`config.mk`:
```
export PLATFORM = sky130hd
export DESIGN_NAME = lfu_cache_lookup_replace_unit
export DESIGN_NICKNAME = d
export VERILOG_FILES = /design/src/sv/lfu_pkg.sv /design/src/sv/lfu_ctrl.sv /design/src/sv/lfu_dp.sv /design/src/sv/lfu_cache_lookup_replace_unit.sv
export SDC_FILE = /design/constraint.sdc
export NUM_CORES = 2
export LEC_CHECK = 0
export BUFFER_PORTS_ARGS = -buffer_cell sky130_fd_sc_hd__buf_2
export CAP_MARGIN = 0
export CELL_PAD_IN_SITES_DETAIL_PLACEMENT = 1
export CELL_PAD_IN_SITES_GLOBAL_PLACEMENT = 2
export CORE_MARGIN = 1
export CORE_UTILIZATION = 54
export DETAILED_ROUTE_END_ITERATION = 10
export PLACE_DENSITY = 0.95
export SETUP_SLACK_MARGIN = 0.3
export SYNTH_ARGS = -nofsm -noshare
export SYNTH_HDL_FRONTEND = slang
export SYNTH_SLANG_ARGS = --single-unit
export TNS_END_PERCENT = 20
```
`constraint.sdc`:
```
create_clock -name clk -period 8.8 [get_ports clk]
set_input_delay 2.64 -clock clk [delete_from_list [all_inputs] [get_ports clk]]
set_output_delay 2.64 -clock clk [all_outputs]
set_load 0.05 [all_outputs]
```
`src/sv/lfu_pkg.sv`:
```
// shared constants and control/status types for the lfu lookup-replace unit
// no dependencies
package lfu_pkg;

  localparam int ENTRIES_DEF    = 16;
  localparam int COUNT_BITS_DEF = 16;
  localparam int KEY_W          = 32;
  localparam int VAL_W          = 32;
  localparam int CAP_W          = 5;
  localparam logic [CAP_W-1:0] CAP_RESET = 5'd16;

  localparam logic OP_GET = 1'b0;
  localparam logic OP_PUT = 1'b1;

  // register index of capacity_limit
  localparam logic REG_CAPACITY = 1'b0;

  typedef struct packed {
    logic start;   // latch request, clear scan trackers
    logic scan;    // walk lines looking for match, victim, free slot
    logic decide;  // pick target line, rewind the line counter
    logic rank;    // walk lines updating recency ranks
    logic commit;  // write line, drive result
  } lfu_cmd_t;

  typedef struct packed {
    logic scan_done;
    logic rank_done;
    logic need_rank;
  } lfu_sts_t;

endpackage

```
`src/sv/lfu_ctrl.sv`:
```
// request sequencer for the lfu lookup-replace unit
// uses lfu_pkg command and status types
module lfu_ctrl
  import lfu_pkg::*;
(
  input  logic     clk,
  input  logic     rst_n,
  input  logic     start,
  output logic     busy,
  input  lfu_sts_t sts,
  output lfu_cmd_t cmd
);

  typedef enum logic [4:0] {
    S_IDLE   = 5'b00001,
    S_SCAN   = 5'b00010,
    S_DECIDE = 5'b00100,
    S_RANK   = 5'b01000,
    S_COMMIT = 5'b10000
  } state_t;

  state_t state_r, state_nxt;

  always_comb begin
    state_nxt = state_r;
    unique case (state_r)
      S_IDLE:   if (start) state_nxt = S_SCAN;
      S_SCAN:   if (sts.scan_done) state_nxt = S_DECIDE;
      S_DECIDE: state_nxt = sts.need_rank ? S_RANK : S_COMMIT;
      S_RANK:   if (sts.rank_done) state_nxt = S_COMMIT;
      S_COMMIT: state_nxt = S_IDLE;
      default:  state_nxt = S_IDLE;
    endcase
  end

  always_ff @(posedge clk) begin
    if (!rst_n) state_r <= S_IDLE;
    else        state_r <= state_nxt;
  end

  assign busy       = (state_r != S_IDLE);
  assign cmd.start  = (state_r == S_IDLE) && start;
  assign cmd.scan   = (state_r == S_SCAN);
  assign cmd.decide = (state_r == S_DECIDE);
  assign cmd.rank   = (state_r == S_RANK);
  assign cmd.commit = (state_r == S_COMMIT);

endmodule

```
`src/sv/lfu_dp.sv`:
```
// line storage, scan trackers and rank update datapath
// uses lfu_pkg; driven by lfu_ctrl commands
module lfu_dp
  import lfu_pkg::*;
#(
  parameter int ENTRIES    = ENTRIES_DEF,
  parameter int COUNT_BITS = COUNT_BITS_DEF
) (
  input  logic             clk,
  input  logic             rst_n,
  input  lfu_cmd_t         cmd,
  output lfu_sts_t         sts,
  input  logic [CAP_W-1:0] cap,
  input  logic             in_operation,
  input  logic [KEY_W-1:0] in_lookup_key,
  input  logic [VAL_W-1:0] in_store_value,
  output logic             out_valid,
  output logic             out_hit,
  output logic [VAL_W-1:0] out_read_value
);

  localparam int IDX_W  = (ENTRIES > 1) ? $clog2(ENTRIES) : 1;
  localparam int CNT_W  = IDX_W + 1;
  localparam int OCC_W  = $clog2(ENTRIES + 1);
  localparam int CMP_W  = (OCC_W > CAP_W) ? OCC_W : CAP_W;
  localparam logic [COUNT_BITS-1:0] COUNT_MAX = {COUNT_BITS{1'b1}};
  localparam logic [COUNT_BITS-1:0] COUNT_ONE = COUNT_BITS'(1);

  // line memories
  logic [KEY_W-1:0]      key_mem   [ENTRIES];
  logic [VAL_W-1:0]      data_mem  [ENTRIES];
  logic [COUNT_BITS-1:0] count_mem [ENTRIES];
  logic [IDX_W-1:0]      rank_mem  [ENTRIES];
  logic [ENTRIES-1:0]    valid_r;
  logic [OCC_W-1:0]      occ_r;

  // request
  logic             op_r;
  logic [KEY_W-1:0] key_r;
  logic [VAL_W-1:0] val_r;

  // walk counter and read pipeline
  logic [CNT_W-1:0] cnt_r;
  logic             rd_v_r;
  logic [IDX_W-1:0] rd_idx_r;
  logic [KEY_W-1:0]      rd_key_r;
  logic [VAL_W-1:0]      rd_data_r;
  logic [COUNT_BITS-1:0] rd_count_r;
  logic [IDX_W-1:0]      rd_rank_r;

  // scan trackers
  logic                  hit_r, vic_r, free_r;
  logic [IDX_W-1:0]      hit_idx_r, vic_idx_r, free_idx_r;
  logic [VAL_W-1:0]      hit_data_r;
  logic [COUNT_BITS-1:0] hit_count_r, vic_count_r;
  logic [IDX_W-1:0]      hit_rank_r, vic_rank_r;

  // decision
  logic                  all_r, inc_occ_r;
  logic [IDX_W-1:0]      tgt_r, thr_r;
  logic [COUNT_BITS-1:0] new_count_r;

  logic             walk, cnt_live, rd_valid_line, is_match;
  logic [IDX_W-1:0] raddr;
  logic [CMP_W-1:0] eff_cap, cap_ext;
  logic             full, cap_zero, do_put;
  logic             rank_we;
  logic [IDX_W-1:0] rank_wdata;

  assign walk     = cmd.scan || cmd.rank;
  assign cnt_live = (cnt_r < CNT_W'(ENTRIES));
  assign raddr    = cnt_r[IDX_W-1:0];
  assign rd_valid_line = valid_r[rd_idx_r];
  assign is_match = rd_valid_line && (rd_key_r == key_r);

  assign cap_ext  = CMP_W'(cap);
  assign eff_cap  = (cap_ext > CMP_W'(ENTRIES)) ? CMP_W'(ENTRIES) : cap_ext;
  assign full     = (CMP_W'(occ_r) >= eff_cap);
  assign cap_zero = (cap == '0);
  assign do_put   = (op_r == OP_PUT) && !cap_zero;

  assign sts.scan_done = cmd.scan && !cnt_live && !rd_v_r;
  assign sts.rank_done = cmd.rank && !cnt_live && !rd_v_r;
  assign sts.need_rank = ((op_r == OP_GET) && hit_r) || do_put;

  // recency: target to rank 0, lines below thr (or all) age by one
  always_comb begin
    rank_we    = 1'b0;
    rank_wdata = rd_rank_r + IDX_W'(1);
    if (cmd.rank && rd_v_r) begin
      if (rd_idx_r == tgt_r) begin
        rank_we    = 1'b1;
        rank_wdata = '0;
      end else if (rd_valid_line && (all_r || (rd_rank_r < thr_r))) begin
        rank_we = 1'b1;
      end
    end
  end

  always_ff @(posedge clk) begin
    rd_key_r   <= key_mem[raddr];
    rd_data_r  <= data_mem[raddr];
    rd_count_r <= count_mem[raddr];
    rd_rank_r  <= rank_mem[raddr];
    if (rank_we) rank_mem[rd_idx_r] <= rank_wdata;
    if (cmd.commit && (do_put || ((op_r == OP_GET) && hit_r)))
      count_mem[tgt_r] <= new_count_r;
    if (cmd.commit && do_put) begin
      data_mem[tgt_r] <= val_r;
      if (!hit_r) key_mem[tgt_r] <= key_r;
    end
  end

  // control state
  always_ff @(posedge clk) begin
    if (!rst_n) begin
      valid_r   <= '0;
      occ_r     <= '0;
      cnt_r     <= '0;
      rd_v_r    <= 1'b0;
      hit_r     <= 1'b0;
      vic_r     <= 1'b0;
      free_r    <= 1'b0;
      out_valid <= 1'b0;
    end else begin
      rd_v_r    <= walk && cnt_live;
      out_valid <= cmd.commit && (op_r == OP_GET);
      if (walk && cnt_live) cnt_r <= cnt_r + CNT_W'(1);
      if (cmd.start || cmd.decide) cnt_r <= '0;
      if (cmd.start) begin
        hit_r  <= 1'b0;
        vic_r  <= 1'b0;
        free_r <= 1'b0;
      end
      if (cmd.scan && rd_v_r) begin
        if (is_match && !hit_r) hit_r <= 1'b1;
        if (!rd_valid_line && !free_r) free_r <= 1'b1;
        if (rd_valid_line) vic_r <= 1'b1;
      end
      if (cmd.commit && do_put && !hit_r) begin
        valid_r[tgt_r] <= 1'b1;
        if (inc_occ_r) occ_r <= occ_r + OCC_W'(1);
      end
    end
  end

  // payload
  always_ff @(posedge clk) begin
    if (walk && cnt_live) rd_idx_r <= raddr;
    if (cmd.start) begin
      op_r  <= in_operation;
      key_r <= in_lookup_key;
      val_r <= in_store_value;
    end
    if (cmd.scan && rd_v_r) begin
      if (is_match && !hit_r) begin
        hit_idx_r   <= rd_idx_r;
        hit_data_r  <= rd_data_r;
        hit_count_r <= rd_count_r;
        hit_rank_r  <= rd_rank_r;
      end
      if (!rd_valid_line && !free_r) free_idx_r <= rd_idx_r;
      // lowest count wins, older line on a tie
      if (rd_valid_line && (!vic_r || (rd_count_r < vic_count_r) ||
          ((rd_count_r == vic_count_r) && (rd_rank_r > vic_rank_r)))) begin
        vic_idx_r   <= rd_idx_r;
        vic_count_r <= rd_count_r;
        vic_rank_r  <= rd_rank_r;
      end
    end
    if (cmd.decide) begin
      all_r     <= 1'b0;
      inc_occ_r <= 1'b0;
      priority if (hit_r) begin
        tgt_r       <= hit_idx_r;
        thr_r       <= hit_rank_r;
        new_count_r <= (hit_count_r < COUNT_MAX) ? hit_count_r + COUNT_ONE : hit_count_r;
      end else if (full) begin
        // evicted line is reused in place, younger lines age by one
        tgt_r       <= vic_idx_r;
        thr_r       <= vic_rank_r;
        new_count_r <= COUNT_ONE;
      end else begin
        tgt_r       <= free_idx_r;
        thr_r       <= '0;
        all_r       <= 1'b1;
        inc_occ_r   <= 1'b1;
        new_count_r <= COUNT_ONE;
      end
    end
    if (cmd.commit) begin
      out_hit        <= hit_r;
      out_read_value <= hit_r ? hit_data_r : '0;
    end
  end

endmodule

```
`src/sv/lfu_cache_lookup_replace_unit.sv`:
```
// top level of the lfu lookup-replace unit: config register, sequencer, datapath
// depends on lfu_pkg, lfu_ctrl, lfu_dp
//
// channel   direction  handshake                 payload
// in        input      start high, busy low      in_operation, in_lookup_key, in_store_value
// out       output     out_valid, one cycle      out_hit, out_read_value (gets only)
// cfg       input      psel/penable/pwrite       capacity_limit at address 0
//
// a request walks every line once to find its key, the eviction victim and a
// free line, reading one line at a time through a registered read, takes a
// decide step, then walks the lines again to update recency ranks and then
// commits; busy covers the whole request, so a new request is only taken
// once the last one has committed; a get miss or a put at capacity zero skips the rank walk
// the single read port of the line memories makes each walk go line by line
// busy stays high from accept until commit; the result strobe is registered
// from the commit, appears in the cycle after it and cannot be held off;
// synchronous reset clears all valid marks
module lfu_cache_lookup_replace_unit
  import lfu_pkg::*;
#(
  parameter int ENTRIES    = ENTRIES_DEF,
  parameter int COUNT_BITS = COUNT_BITS_DEF
) (
  input  logic             clk,
  input  logic             rst_n,
  input  logic             start,
  output logic             busy,
  input  logic             in_operation,
  input  logic [KEY_W-1:0] in_lookup_key,
  input  logic [VAL_W-1:0] in_store_value,
  output logic             out_valid,
  output logic             out_hit,
  output logic [VAL_W-1:0] out_read_value,
  input  logic             psel,
  input  logic             penable,
  input  logic             pwrite,
  input  logic [2:0]       paddr,
  input  logic [31:0]      pwdata,
  output logic [31:0]      prdata,
  output logic             pready
);

  logic [CAP_W-1:0] cap_r;
  logic             reg_sel;
  lfu_cmd_t         cmd;
  lfu_sts_t         sts;

  // register index is the word address
  assign reg_sel = (paddr[2] == REG_CAPACITY);
  assign pready  = 1'b1;
  assign prdata  = reg_sel ? 32'(cap_r) : 32'd0;

  always_ff @(posedge clk) begin
    if (!rst_n) begin
      cap_r <= CAP_RESET;
    end else if (psel && penable && pwrite && reg_sel) begin
      cap_r <= pwdata[CAP_W-1:0];
    end
  end

  lfu_ctrl u_ctrl (
    .clk   (clk),
    .rst_n (rst_n),
    .start (start),
    .busy  (busy),
    .sts   (sts),
    .cmd   (cmd)
  );

  lfu_dp #(
    .ENTRIES    (ENTRIES),
    .COUNT_BITS (COUNT_BITS)
  ) u_dp (
    .clk            (clk),
    .rst_n          (rst_n),
    .cmd            (cmd),
    .sts            (sts),
    .cap            (cap_r),
    .in_operation   (in_operation),
    .in_lookup_key  (in_lookup_key),
    .in_store_value (in_store_value),
    .out_valid      (out_valid),
    .out_hit        (out_hit),
    .out_read_value (out_read_value)
  );

`ifndef SYNTHESIS
  // a result only follows a request in flight
  a_out_after_busy: assert property (@(posedge clk) disable iff (!rst_n)
    out_valid |-> $past(busy)) else $error("result without request");
  // results never come back to back
  a_out_single: assert property (@(posedge clk) disable iff (!rst_n)
    out_valid |=> !out_valid) else $error("repeated result");
  // an accepted request makes the unit busy
  a_accept_busy: assert property (@(posedge clk) disable iff (!rst_n)
    (start && !busy) |=> busy) else $error("request dropped");
  // a miss never carries data
  a_miss_zero: assert property (@(posedge clk) disable iff (!rst_n)
    (out_valid && !out_hit) |-> (out_read_value == '0)) else $error("miss data");
`endif

endmodule

```
==> results.sh <==
export IMPL_status="complete, no violations"
export IMPL_period_needed_ns=5.83
export IMPL_synth_seq_area_share_pct=78.3
export IMPL_dr_first_iter_drc_count=4811
export IMPL_port_buffer_count=116
export IMPL_syn_to_final_growth_pct=12.1
export IMPL_postCtsResizedCells=0
export IMPL_cap_violations=0
export IMPL_finalSetupTns_ns=0
export IMPL_drive_above_1_share_pct=28.6
export IMPL_p_per_area_mw_per_mm2=229
export IMPL_hpwlAfterDp_microns=79100
export IMPL_slowest_delay_ns=0.28
export IMPL_cts_sinks=1680
export IMPL_core_sq_mm=0.115
export IMPL_syn_inst=2757
export IMPL_clkTransAtPathRegs_ns=0.07
export IMPL_crit_required_ns=6.16
export IMPL_final_antenna_net_count=0
export IMPL_synth_top_cell_by_area="edfxtp_1"
export IMPL_num_vias=31329
export IMPL_ioPinCount=174
export IMPL_start_util_pct=54.7
export IMPL_grt_overflow=0
export IMPL_r2r_slack_ns=4.58
export IMPL_synthFlopType="edfxtp_1"
export IMPL_grt_pass1_wl_microns=248000
export IMPL_seqPwrFrac_pct=55.3
export IMPL_antenna_found_initial=1
export IMPL_rsz0062_at_grt="false"
export IMPL_path_buf_inv=2
export IMPL_synthesis_area_sq_mm=0.0628
export IMPL_numCtsBuffers=157
export IMPL_cp_start_kind="primary input"
export IMPL_insertion_delay_ns=0.78
export IMPL_avgSynthCellArea_sq_um=22.8
export IMPL_postSynth_asyncResetShare_pct=0
export IMPL_grt_pass1_vias=32860
export IMPL_htreeDepth=4
export IMPL_crit_path_end_kind="output pin"
export IMPL_synthTopCellsByArea="edfxtp_1 74%, mux4_2 15%, dfxtp_1 4.0%"
export IMPL_drv_slew=0
export IMPL_crit_chain="buf_2 -> nor2b_1 -> buf_2"
export IMPL_pwr_share_clk_pct=43.2
export IMPL_setup_ws_ns=2.97
export IMPL_arrival_ns=3.19
export IMPL_cpMostUsedCell="buf_2"
export IMPL_grt_max_degree=112
export IMPL_clock_skew_ns=0.0436
export IMPL_ys_warn_count=0
export IMPL_critical_path_top_delay_family="buffers and inverters"
export IMPL_cts_hold_buffers=0
export IMPL_p_comb_share_pct=1.5
export IMPL_antennaDiodeCount=0
export IMPL_finalWirelength_microns=174000
export IMPL_intPower_w=0.0127
export IMPL_worstMarginPinSlew_ns=1.31
export IMPL_crit_type="in -> out"
export IMPL_hold_viol=0
export IMPL_gp_congestion=0.755
export IMPL_relSlewSlack_pct=12.5
export IMPL_cts_setup_buffers=0
export IMPL_fmax_ghz=0.172
export IMPL_switchingPower_w=0.00339
export IMPL_clock_path_buffers=3
export IMPL_clock_root_buffer="clkbuf_16"
export IMPL_yosysTopAreaCellShare_pct=74.3
export IMPL_die_area_sq_mm=0.118
export IMPL_final_core_utilization_pct=61.3
export IMPL_period_share_pct=66.2
export IMPL_pre_cts_slack_ns=2.93
export IMPL_wl_per_cell_microns=37.7
export IMPL_swShare_pct=21.1
export IMPL_ir_drop_v=0.000190
export IMPL_fin_nets=3109
export IMPL_drc=0
export IMPL_yosysMostFrequentCell="edfxtp_1"
export IMPL_synth_cell_type_count=61
export IMPL_hp_class="reg -> reg"
export IMPL_synth_edf_count=1555
export IMPL_setup_viol_count_final=0
export IMPL_firstDrtPassIters=6
export IMPL_vias_per_cell=6.79
export IMPL_cts_tree="yes"
export IMPL_grt_total_usage_pct=30.0
export IMPL_rows=124
export IMPL_die_y_microns=343
export IMPL_worst_path_max_fanout=6
export IMPL_cp_slowest_cell="buf_2"
export IMPL_synth_seq_cells=1680
export IMPL_synthTopCellsByCount="1555 x edfxtp_1, 423 x mux4_2, 125 x dfxtp_1, 67 x nor2_1, 63 x clkbuf_1"
export IMPL_nFillCells=9328
export IMPL_die_x_microns=343
export IMPL_p_leak_nw=21.8
-- kinds of logic (layout without fill, tap and decap cells) --
group / Yosys count / in the layout / share of synthesized area [%]
muxes: 443 / 443 / 15.5
adders and majority gates: 32 / 32 / 0.637
and+or+nand+nor: 279 / 279 / 2.40
xor gates and xnor gates: 52 / 52 / 0.725
buffers and inverters: 190 / 507 / 1.55
DFF: 1680 / 1680 / 78.3
other: 2 / 28 / 0.0120
AOI/OAI and AO/OA: 79 / 79 / 0.845
-- flip-flops by register name, indices dropped and copies added (netlist names), 16 cells and up --
signal,flops
u_dp.data_mem,512
u_dp.out_read_value,32
u_dp.rank_mem,64
u_dp.rd_count_r,16
u_dp.hit_count_r,16
u_dp.val_r,32
u_dp.rd_data_r,32
u_dp.valid_r,16
u_dp.count_mem,256
u_dp.key_r,32
u_dp.hit_data_r,32
u_dp.vic_count_r,16
u_dp.new_count_r,16
u_dp.key_mem,512
u_dp.rd_key_r,32
-- metal layers --
metal / GRT usage [%] / vias to the layer above / wire length [microns]
met3: 5.04 / 422 / 16100
met4: 11.3 / 0 / 6630
met2: 50.5 / 2458 / 88300
li1: - / 11805 / -
met1: 39.7 / 16644 / 62700
met5: 0 / - / 0
-- path summary, 6_finish.rpt --
| path | depth (start not counted) | endpoint | startpoint |
|---|---|---|---|
| worst min-delay path | 0 | u_dp.hit_data_r[31]$_DFFE_PP_ | u_dp.rd_data_r[31]$_DFF_P_ |
| worst max-delay path | 3 | prdata[0] | paddr[2] |
| worst min register to register | 0 | u_dp.hit_data_r[31]$_DFFE_PP_ | u_dp.rd_data_r[31]$_DFF_P_ |
| worst max register to register | 6 | u_dp.hit_data_r[14]$_DFFE_PP_ | u_dp.key_r[16]$_DFFE_PP_ |
-- power by group through the flow --
stage	registers [W]	clock network, W	logic [W]
global placement	0.00904	0	0.000226
global route	0.00891	0.00719	0.000257
finish	0.00890	0.00695	0.000244
detailed placement	0.00906	0	0.000236
floorplan	0.00901	0	0.000180
CTS	0.00890	0.00699	0.000246
-- cell usage in the layout, fill, tap and decap left out, types with 11 or more instances in the layout --
master	instances
dfxtp_1	120
ha_1	32
and2_1	36
a21oi_1	13
nor3_1	13
edfxtp_1	1555
nand3_1	11
buf_4	62
nor2_4	13
nand2_1	40
clkinv_1	20
o21a_1	21
inv_1	36
conb_1	28
mux4_2	423
clkbuf_16	161
nor2b_1	16
bufinv_16	12
clkinv_2	25
clkbuf_1	41
nor3_2	17
nand4_1	19
nor4_1	11
clkbuf_8	13
buf_2	116
mux2i_1	17
nand2b_1	13
o21ai_0	16
xor2_1	23
xnor2_1	29
nor2_1	54
-- through the flow --
step	power [W]	instances	hold slack, ns	instance area (sq um)
floorplan	0.00919	2783	0.386	62900
global placement	0.00926	4324	0.387	65300
detailed placement	0.00930	4324	0.390	65300
CTS	0.0161	4612	0.405	70400
global route	0.0164	4612	0.411	70400
finish	0.0161	4612	0.403	70400
-- layout make-up --
type | count | area, sq um | area share (%)
multi-input combinational | 913 | 12900 | 18.4
tap | 1512 | 1890 | 2.69
timing repair buffer | 181 | 1110 | 1.57
clock buffer | 215 | 4360 | 6.20
inverter | 38 | 145 | 0.206
sequential | 1680 | 49200 | 69.9
clock inverter | 73 | 734 | 1.04
Power figures use the tool's default switching activity.
